==> src/rtl/core/assert_macros.svh <==
// Assertion macros shared by the frame parser RTL.
// Included by files that carry concurrent assertions.
`ifndef ASSERT_MACROS_SVH
`define ASSERT_MACROS_SVH

// Checked on every rising edge, masked while reset is high.
`define ASSERT_RST(label, clk, rst, prop, msg) \
  label: assert property (@(posedge clk) disable iff (rst) prop) else $error(msg);

// Checked on every rising edge, reset included.
`define ASSERT_ALWAYS(label, clk, prop, msg) \
  label: assert property (@(posedge clk) prop) else $error(msg);

`endif

==> src/rtl/core/lpfp_pkg.sv <==
// Types and constants for the length-prefixed frame parser.
// No dependencies; imported by the output buffer and the top level.
`default_nettype none

package lpfp_pkg;

  localparam int unsigned LENGTH_BYTES = 4;
  localparam int unsigned DATA_W = 32;
  localparam int unsigned ADDR_W = 3;

  localparam logic [DATA_W-1:0] MAX_FRAME_LEN_RESET = 32'd65536;
  localparam logic [0:0] REG_MAX_FRAME_LEN = 1'b0;

  typedef struct packed {
    logic [7:0] payload_byte;
    logic       last_of_frame;
    logic       bad_length;
  } frame_word_t;

endpackage

`default_nettype wire

==> src/rtl/core/lpfp_stream_if.sv <==
// Valid/ready channel interfaces for the frame parser: raw byte input
// and frame word output. No dependencies.
`default_nettype none

interface lpfp_byte_if;
  logic       valid;
  logic       ready;
  logic [7:0] in_byte;

  modport source (output valid, output in_byte, input ready);
  modport sink (input valid, input in_byte, output ready);
endinterface

interface lpfp_frame_if;
  logic       valid;
  logic       ready;
  logic [7:0] payload_byte;
  logic       last_of_frame;
  logic       bad_length;

  modport source (output valid, output payload_byte, output last_of_frame,
                  output bad_length, input ready);
  modport sink (input valid, input payload_byte, input last_of_frame,
                input bad_length, output ready);
endinterface

`default_nettype wire

==> src/rtl/core/lpfp_out_buf.sv <==
// Two-entry output buffer driving the frame word channel.
// Depends on lpfp_pkg, lpfp_stream_if.sv and assert_macros.svh.
`default_nettype none

`include "assert_macros.svh"

module lpfp_out_buf (
  input  wire logic                clk,
  input  wire logic                rst,
  input  wire logic                push,
  input  wire lpfp_pkg::frame_word_t push_word,
  output logic                     full,
  lpfp_frame_if.source             frame_out
);
  import lpfp_pkg::*;

  frame_word_t head;
  frame_word_t spare;
  logic        head_valid;
  logic        spare_valid;
  logic        pop;

  assign pop  = head_valid & frame_out.ready;
  assign full = head_valid & spare_valid;

  assign frame_out.valid         = head_valid;
  assign frame_out.payload_byte  = head.payload_byte;
  assign frame_out.last_of_frame = head.last_of_frame;
  assign frame_out.bad_length    = head.bad_length;

  always_ff @(posedge clk) begin
    if (rst) begin
      head_valid  <= 1'b0;
      spare_valid <= 1'b0;
    end else if (!head_valid) begin
      if (push) begin
        head       <= push_word;
        head_valid <= 1'b1;
      end
    end else if (!spare_valid) begin
      if (pop && push) begin
        head <= push_word;
      end else if (pop) begin
        head_valid <= 1'b0;
      end else if (push) begin
        spare       <= push_word;
        spare_valid <= 1'b1;
      end
    end else if (pop) begin
      head        <= spare;
      spare_valid <= 1'b0;
    end
  end

  `ASSERT_ALWAYS(a_no_push_when_full, clk, full |-> !push, "word pushed into full buffer")
  `ASSERT_RST(a_spare_needs_head, clk, rst, spare_valid |-> head_valid,
              "spare entry held without head")
  `ASSERT_RST(a_spare_kept, clk, rst, (spare_valid && !pop) |=> (spare_valid && $stable(spare)),
              "spare word lost while head stalled")

endmodule

`default_nettype wire

==> src/rtl/core/length_prefixed_frame_parser.sv <==
// Length-prefixed frame parser top level: header decode, frame state,
// configuration port. Depends on lpfp_pkg, lpfp_stream_if.sv, lpfp_out_buf.

// One byte is accepted every clock cycle while ready is high. Each frame
// starts with a 4-byte big-endian payload length; the payload bytes then
// come out one per word, registered, the final one marked last_of_frame.
// A length of zero or above max_frame_len (APB register at address 0,
// reset 65536) gives a single word with bad_length set, after which all
// input is taken and dropped until reset. A two-word output buffer lets
// input continue while one word waits; ready falls only while both buffer
// entries are held.
`default_nettype none

`include "assert_macros.svh"

module length_prefixed_frame_parser (
  input  wire logic                         clk,
  input  wire logic                         rst,
  lpfp_byte_if.sink                         byte_in,
  lpfp_frame_if.source                      frame_out,
  input  wire logic                         psel,
  input  wire logic                         penable,
  input  wire logic                         pwrite,
  input  wire logic [lpfp_pkg::ADDR_W-1:0]  paddr,
  input  wire logic [lpfp_pkg::DATA_W-1:0]  pwdata,
  output logic [lpfp_pkg::DATA_W-1:0]       prdata,
  output logic                              pready
);
  import lpfp_pkg::*;

  typedef enum logic [1:0] {
    PH_HEADER  = 2'd0,
    PH_PAYLOAD = 2'd1,
    PH_DROPPED = 2'd2
  } phase_t;

  phase_t            phase;
  phase_t            phase_next;
  logic [1:0]        header_bytes_seen;
  logic [1:0]        header_bytes_seen_next;
  logic [31:0]       length_shift;
  logic [31:0]       length_shift_next;
  logic [31:0]       bytes_remaining;
  logic [31:0]       bytes_remaining_next;
  logic [DATA_W-1:0] max_frame_len;

  logic        accept;
  logic        full;
  logic        push;
  frame_word_t push_word;
  logic [31:0] hdr_len;
  logic        last_hdr;
  logic        reg_sel;

  assign byte_in.ready = !full;
  assign accept        = byte_in.valid & byte_in.ready;
  assign hdr_len       = {length_shift[23:0], byte_in.in_byte};
  assign last_hdr      = header_bytes_seen == 2'(LENGTH_BYTES - 1);

  // configuration port
  assign pready  = 1'b1;
  assign reg_sel = (paddr[ADDR_W-1:2] == REG_MAX_FRAME_LEN) && (paddr[1:0] == 2'b00);
  assign prdata  = reg_sel ? max_frame_len : '0;

  always_ff @(posedge clk) begin
    if (rst) begin
      max_frame_len <= MAX_FRAME_LEN_RESET;
    end else if (psel && penable && pwrite && pready && reg_sel) begin
      max_frame_len <= pwdata;
    end
  end

  always_comb begin
    phase_next             = phase;
    header_bytes_seen_next = header_bytes_seen;
    length_shift_next      = length_shift;
    bytes_remaining_next   = bytes_remaining;
    push                   = 1'b0;
    push_word              = '0;
    unique case (phase)
      PH_HEADER: begin
        if (!last_hdr) begin
          length_shift_next      = hdr_len;
          header_bytes_seen_next = header_bytes_seen + 2'd1;
        end else begin
          header_bytes_seen_next = 2'd0;
          length_shift_next      = '0;
          if (hdr_len == 32'd0 || hdr_len > max_frame_len) begin
            phase_next           = PH_DROPPED;
            push                 = accept;
            push_word.bad_length = 1'b1;
          end else begin
            phase_next           = PH_PAYLOAD;
            bytes_remaining_next = hdr_len;
          end
        end
      end
      PH_PAYLOAD: begin
        bytes_remaining_next    = bytes_remaining - 32'd1;
        push                    = accept;
        push_word.payload_byte  = byte_in.in_byte;
        push_word.last_of_frame = bytes_remaining == 32'd1;
        if (bytes_remaining == 32'd1) begin
          phase_next = PH_HEADER;
        end
      end
      default: begin
      end
    endcase
  end

  always_ff @(posedge clk) begin
    if (rst) begin
      phase             <= PH_HEADER;
      header_bytes_seen <= 2'd0;
      length_shift      <= '0;
      bytes_remaining   <= '0;
    end else if (accept) begin
      phase             <= phase_next;
      header_bytes_seen <= header_bytes_seen_next;
      length_shift      <= length_shift_next;
      bytes_remaining   <= bytes_remaining_next;
    end
  end

  lpfp_out_buf u_out_buf (
    .clk       (clk),
    .rst       (rst),
    .push      (push),
    .push_word (push_word),
    .full      (full),
    .frame_out (frame_out)
  );

  `ASSERT_RST(a_bad_then_drop, clk, rst, (push && push_word.bad_length) |=> (phase == PH_DROPPED),
              "error word without dropped phase")
  `ASSERT_RST(a_drop_sticks, clk, rst, (phase == PH_DROPPED) |=> (phase == PH_DROPPED),
              "dropped phase left before reset")
  `ASSERT_RST(a_payload_count, clk, rst, (phase == PH_PAYLOAD) |-> (bytes_remaining != 32'd0),
              "payload phase with nothing remaining")

endmodule

`default_nettype wire
==> src/flat_wrapper.sv <==
// flat-port wrapper written by rule: the top's interface ports become plain ports
module length_prefixed_frame_parser_flat import lpfp_pkg::*;
  (clk, rst, psel, penable, pwrite, paddr, pwdata, prdata, pready, byte_in_valid, byte_in_in_byte, byte_in_ready, frame_out_valid, frame_out_payload_byte, frame_out_last_of_frame, frame_out_bad_length, frame_out_ready);
  lpfp_byte_if byte_in_i ();
  lpfp_frame_if frame_out_i ();
  input  wire logic clk;
  input  wire logic rst;
  input  wire logic psel;
  input  wire logic penable;
  input  wire logic pwrite;
  input  wire logic [lpfp_pkg::ADDR_W-1:0] paddr;
  input  wire logic [lpfp_pkg::DATA_W-1:0] pwdata;
  output logic [lpfp_pkg::DATA_W-1:0] prdata;
  output logic pready;
  input wire logic [$bits(byte_in_i.valid)-1:0] byte_in_valid;
  input wire logic [$bits(byte_in_i.in_byte)-1:0] byte_in_in_byte;
  output wire logic [$bits(byte_in_i.ready)-1:0] byte_in_ready;
  output wire logic [$bits(frame_out_i.valid)-1:0] frame_out_valid;
  output wire logic [$bits(frame_out_i.payload_byte)-1:0] frame_out_payload_byte;
  output wire logic [$bits(frame_out_i.last_of_frame)-1:0] frame_out_last_of_frame;
  output wire logic [$bits(frame_out_i.bad_length)-1:0] frame_out_bad_length;
  input wire logic [$bits(frame_out_i.ready)-1:0] frame_out_ready;
  assign byte_in_i.valid = byte_in_valid;
  assign byte_in_i.in_byte = byte_in_in_byte;
  assign byte_in_ready = byte_in_i.ready;
  assign frame_out_valid = frame_out_i.valid;
  assign frame_out_payload_byte = frame_out_i.payload_byte;
  assign frame_out_last_of_frame = frame_out_i.last_of_frame;
  assign frame_out_bad_length = frame_out_i.bad_length;
  assign frame_out_i.ready = frame_out_ready;
  length_prefixed_frame_parser u_core (.clk(clk), .rst(rst), .byte_in(byte_in_i), .frame_out(frame_out_i), .psel(psel), .penable(penable), .pwrite(pwrite), .paddr(paddr), .pwdata(pwdata), .prdata(prdata), .pready(pready));
endmodule
==> config.mk <==
export PLATFORM = sky130hd
export DESIGN_NAME = length_prefixed_frame_parser_flat
export DESIGN_NICKNAME = d
export VERILOG_FILES = /design/src/rtl/core/lpfp_pkg.sv /design/src/rtl/core/lpfp_stream_if.sv /design/src/rtl/core/lpfp_out_buf.sv /design/src/rtl/core/length_prefixed_frame_parser.sv /design/src/flat_wrapper.sv
export VERILOG_INCLUDE_DIRS = /design/src /design/src/rtl/core
export SDC_FILE = /design/constraint.sdc
export NUM_CORES = 1
export LEC_CHECK = 0
export BUFFER_PORTS_ARGS = -buffer_cell sky130_fd_sc_hd__buf_2
export CORE_ASPECT_RATIO = 1.2
export CORE_MARGIN = 3
export CORE_UTILIZATION = 49
export DETAILED_ROUTE_END_ITERATION = 7
export PLACE_DENSITY = 0.82
export SLEW_MARGIN = 20
export SYNTH_ARGS = -nofsm -noshare
export SYNTH_HDL_FRONTEND = slang
export SYNTH_SLANG_ARGS = --single-unit
==> constraint.sdc <==
create_clock -name clk -period 4.29 [get_ports clk]
set_input_delay 0.858 -clock clk [delete_from_list [all_inputs] [get_ports clk]]
set_output_delay 0.858 -clock clk [all_outputs]
set_load 0.05 [all_outputs]
==> metrics.csv <==
stage;metric;value;unit
outcome;outcome;finished, final reports clean;
clock_network;h-tree-depth;4;
layout;n_fill_cell;1100;
global_route;grt_pass1_wl;29.75;mm
synth;syn-instance-count;811;
timing;relSlewSlack;0.3600;
worst_setup_path;path_cells;inv_1 > ha_1 > nand4_1 > nor4_1 > buf_4 > a311oi_1 > and3_1 > a211oi_1 > o31ai_1 > a221oi_1 > buf_4;
synth;synth_flop_cell;dfxtp_1;
worst_setup_path;crit_required;4.42;ns
clock_network;cts.sinks;114;
synth;ys_seq_area_frac;0.3840;
layout;drive_above_1_share;0.1819;
floorplan;core-area;0.01278;mm²
detailed_routing;top_layer;met4;
detailed_routing;wl_per_cell;17.21;µm
timing;finalHoldViolCount;0;
place;dp_hpwl;12.09;mm
detailed_routing;via_count;6389;
worst_setup_path;cpPeakStageDelay;0.42;ns
detailed_routing;wl;18.24;mm
worst_setup_path;cp_top_family;compound AO/OA/AOI/OAI gates;
timing;fin_ws;0.9603;ns
worst_setup_path;path_depth;11;
worst_setup_path;crit_type;register to register;
clock_network;cts_buffers;17;
global_route;grt-ovfl-total;0;
clock_network;clock-root-buffer;clkbuf_16;
synth;synth_cell_types;51;
clock_network;hold_buffers;0;
timing;rsz0062_at_grt;no;
worst_setup_path;path_common_cell;buf_4;
clock_network;clk_pin_slew_worst_paths;0.05;ns
floorplan;dieArea;0.01461;mm²
detailed_routing;vias_per_cell;6.027;
power;leakagePower;3.009;nW
timing;setup_violations;0;
power;p_per_area;383.5;mW/mm²
clock_network;post_cts_buffers;0;
synth;async_reset_ff_frac;0;
layout;final_cell_mix;nand2_1, a21oi_1, dfxtp_1, buf_2, nor2_1;
hold_path;hp-start;u_core.header_bytes_seen[1];
floorplan;io_pins;95;
detailed_routing;dr.pass1.iters;6;
global_route;grt_max_degree;58;
clock_network;ctsResizeCount;0;
detailed_routing;met1_length;7.322;mm
timing;min_period_over_period;0.7761;
worst_setup_path;reg2reg_slack;0.96;ns
detailed_routing;remaining_drc_errors;0;
synth;ys_ff_latch;114;
global_route;antenna_found_initial;0;
timing;fmax;300.3;MHz
worst_setup_path;worst-path-max-fanout;10;
detailed_routing;dr_wl_met2;8.758;mm
layout;nets;968;
detailed_routing;initialDrtViolationCount;619;
timing;drv_slew;0;
timing;worst_slew_pin_slew;0.9590;ns
detailed_routing;drtAntennaViolNets;0;
worst_setup_path;r2r-start;u_core.max_frame_len[31];
worst_setup_path;worst_path_max_delay_cell;a211oi_1;
timing;setup_tns;0;ns
synth;yosysWarnings;0;
place;gp_congestion;0.9078;
global_route;grt_usage;0.2471;
timing;fin_skew;0.007055;ns
worst_setup_path;r2r_end;u_core.u_out_buf.frame_out.payload_byte[0];
floorplan;die_y;131.8;µm
clock_network;ctsLongestPathBuffers;2;
synth;syn_avg_cell_area;7.970;µm²
clock_network;clock_latency;0.42;ns
timing;finalCriticalPeriod;3.330;ns
synth;synth_enable_flop_cells;20;
synth;netlist_area;0.006464;mm²
hold_path;worstHoldEndpoint;u_core.header_bytes_seen[1];
layout;antenna_cells;0;
worst_setup_path;cp-end-kind;register;
worst_setup_path;crit_arrival;3.46;ns
floorplan;initial_core_util;0.5057;
floorplan;rows;45;
hold_path;min_path_cells;2;
detailed_routing;wl_met3;1.363;mm
power;worst_ir_drop_vdd;0.2604;mV
clock_network;cts_tree;done;
layout;syn2layout_area_growth;19.05;%
floorplan;die_w;110.8;µm
worst_setup_path;worstPathBufferInverterCount;3;
place;portBuffers;93;
hold_path;hold_class;register to register;
synth;syn_nets;896;
worst_setup_path;startpoint_type;register;
place;place_ws;0.7556;ns
layout;final_common_cell;nand2_1;
worst_setup_path;reg2regPathDepth;11;
global_route;grt_pass1_vias;6064;
job;max_cap_viol_count;0;
[worst max-delay path by stage]
stage                                                             to  slack (ns)                startpoint
final                     u_core.u_out_buf.frame_out.payload_byte[0]        0.96  u_core.max_frame_len[31]
after global routing      u_core.u_out_buf.frame_out.payload_byte[2]        0.75  u_core.max_frame_len[31]
after CTS                 u_core.u_out_buf.frame_out.payload_byte[2]        0.97  u_core.max_frame_len[31]
after global placement      u_core.u_out_buf.frame_out.last_of_frame        0.81        byte_in_in_byte[1]
after floorplan                u_core.u_out_buf.frame_out.bad_length        0.74        byte_in_in_byte[7]
after detailed placement  u_core.u_out_buf.frame_out.payload_byte[2]        0.76        byte_in_in_byte[1]
[per-stage QoR]
step	hold WS [ns]	std cells	util	area [µm²]	power [mW]
2_1_floorplan	0.4334	811	-	6464	1.327
3_3_place_gp	0.4480	1028	0.5515	7049	1.424
3_5_place_dp	0.4533	1028	0.5515	7049	1.427
4_1_cts	0.4604	1060	0.6016	7689	2.951
5_1_grt	0.4882	1060	0.6021	7695	3.031
6_report	0.4615	1060	0.6021	7695	2.951
[flip-flops by register name (all words and copies together) (netlist names)]
signal	cells
u_core.u_out_buf.frame_out.last_of_frame	1
u_core.bytes_remaining	32
u_core.u_out_buf.spare_valid	1
u_core.u_out_buf.frame_out.payload_byte	8
u_core.phase	2
u_core.length_shift	24
u_core.u_out_buf.frame_out.valid	1
u_core.header_bytes_seen	2
u_core.u_out_buf.frame_out.bad_length	1
u_core.u_out_buf.spare	10
u_core.max_frame_len	32
[metal layers]
| layer | vias up | track usage |
|---|---|---|
| li1 | 3064 | - |
| met1 | 2964 | 0.2991 |
| met2 | 295 | 0.4143 |
| met3 | 66 | 0.05096 |
| met4 | 0 | 0.1280 |
| met5 | - | 0 |
[where the power goes]
part           total, mW  switching [mW]  internal (mW)
Clock               1.53           0.510           1.02
Sequential          1.12          0.0209           1.10
Combinational      0.296           0.195          0.101
[kinds of logic after synthesis]
family | after synthesis | share of synthesized area
and+or+nand+nor | 347 | 0.2733
AOI/OAI and AO/OA | 207 | 0.2003
buffers and inverters | 98 | 0.05827
other | 1 | 0.0005802
muxes | 9 | 0.01568
adders and majority gates | 35 | 0.06775
DFF | 114 | 0.3840
[cell usage after synthesis (3+ instances only)]
cell type / instances / area share
o31ai_1: 15 / 0.017
clkbuf_1: 52 / 0.030
a32o_1: 16 / 0.025
a21oi_1: 109 / 0.084
nand3_1: 22 / 0.017
nor4_1: 16 / 0.015
and2_1: 41 / 0.040
o311ai_0: 10 / 0.014
nor2b_1: 3 / 0.0029
nand2_1: 126 / 0.073
mux2_2: 9 / 0.016
dfxtp_1: 94 / 0.29
a31oi_1: 6 / 0.0058
nor2_1: 45 / 0.026
a22oi_1: 6 / 0.0070
nand3b_1: 23 / 0.027
edfxtp_1: 20 / 0.093
or3_1: 14 / 0.014
o21ai_0: 21 / 0.016
or2_2: 3 / 0.0029
inv_1: 41 / 0.024
nor3_1: 22 / 0.017
buf_2: 4 / 0.0031
and3_1: 4 / 0.0039
ha_1: 35 / 0.068
nand4_1: 14 / 0.014
nand2b_1: 3 / 0.0029
a211oi_1: 6 / 0.0070
[final cells by class]
type,instances,area [µm²],share of cell area
Multi-Input combinational cell,599,3621,0.4706
Tap cell,164,205.2,0.02667
Inverter,41,153.9,0.02000
Timing Repair Buffer,110,593.1,0.07707
Clock inverter,15,214.0,0.02780
Clock buffer,17,425.4,0.05528
Sequential cell,114,2482,0.3226
[tightest hold or removal path, cell delays in order (launching register included)]
cell and delay [ns]:
dfxtp_1 0.31, nand2_1 0.05, a21oi_1 0.05
Power figures use the tool's default switching activity.
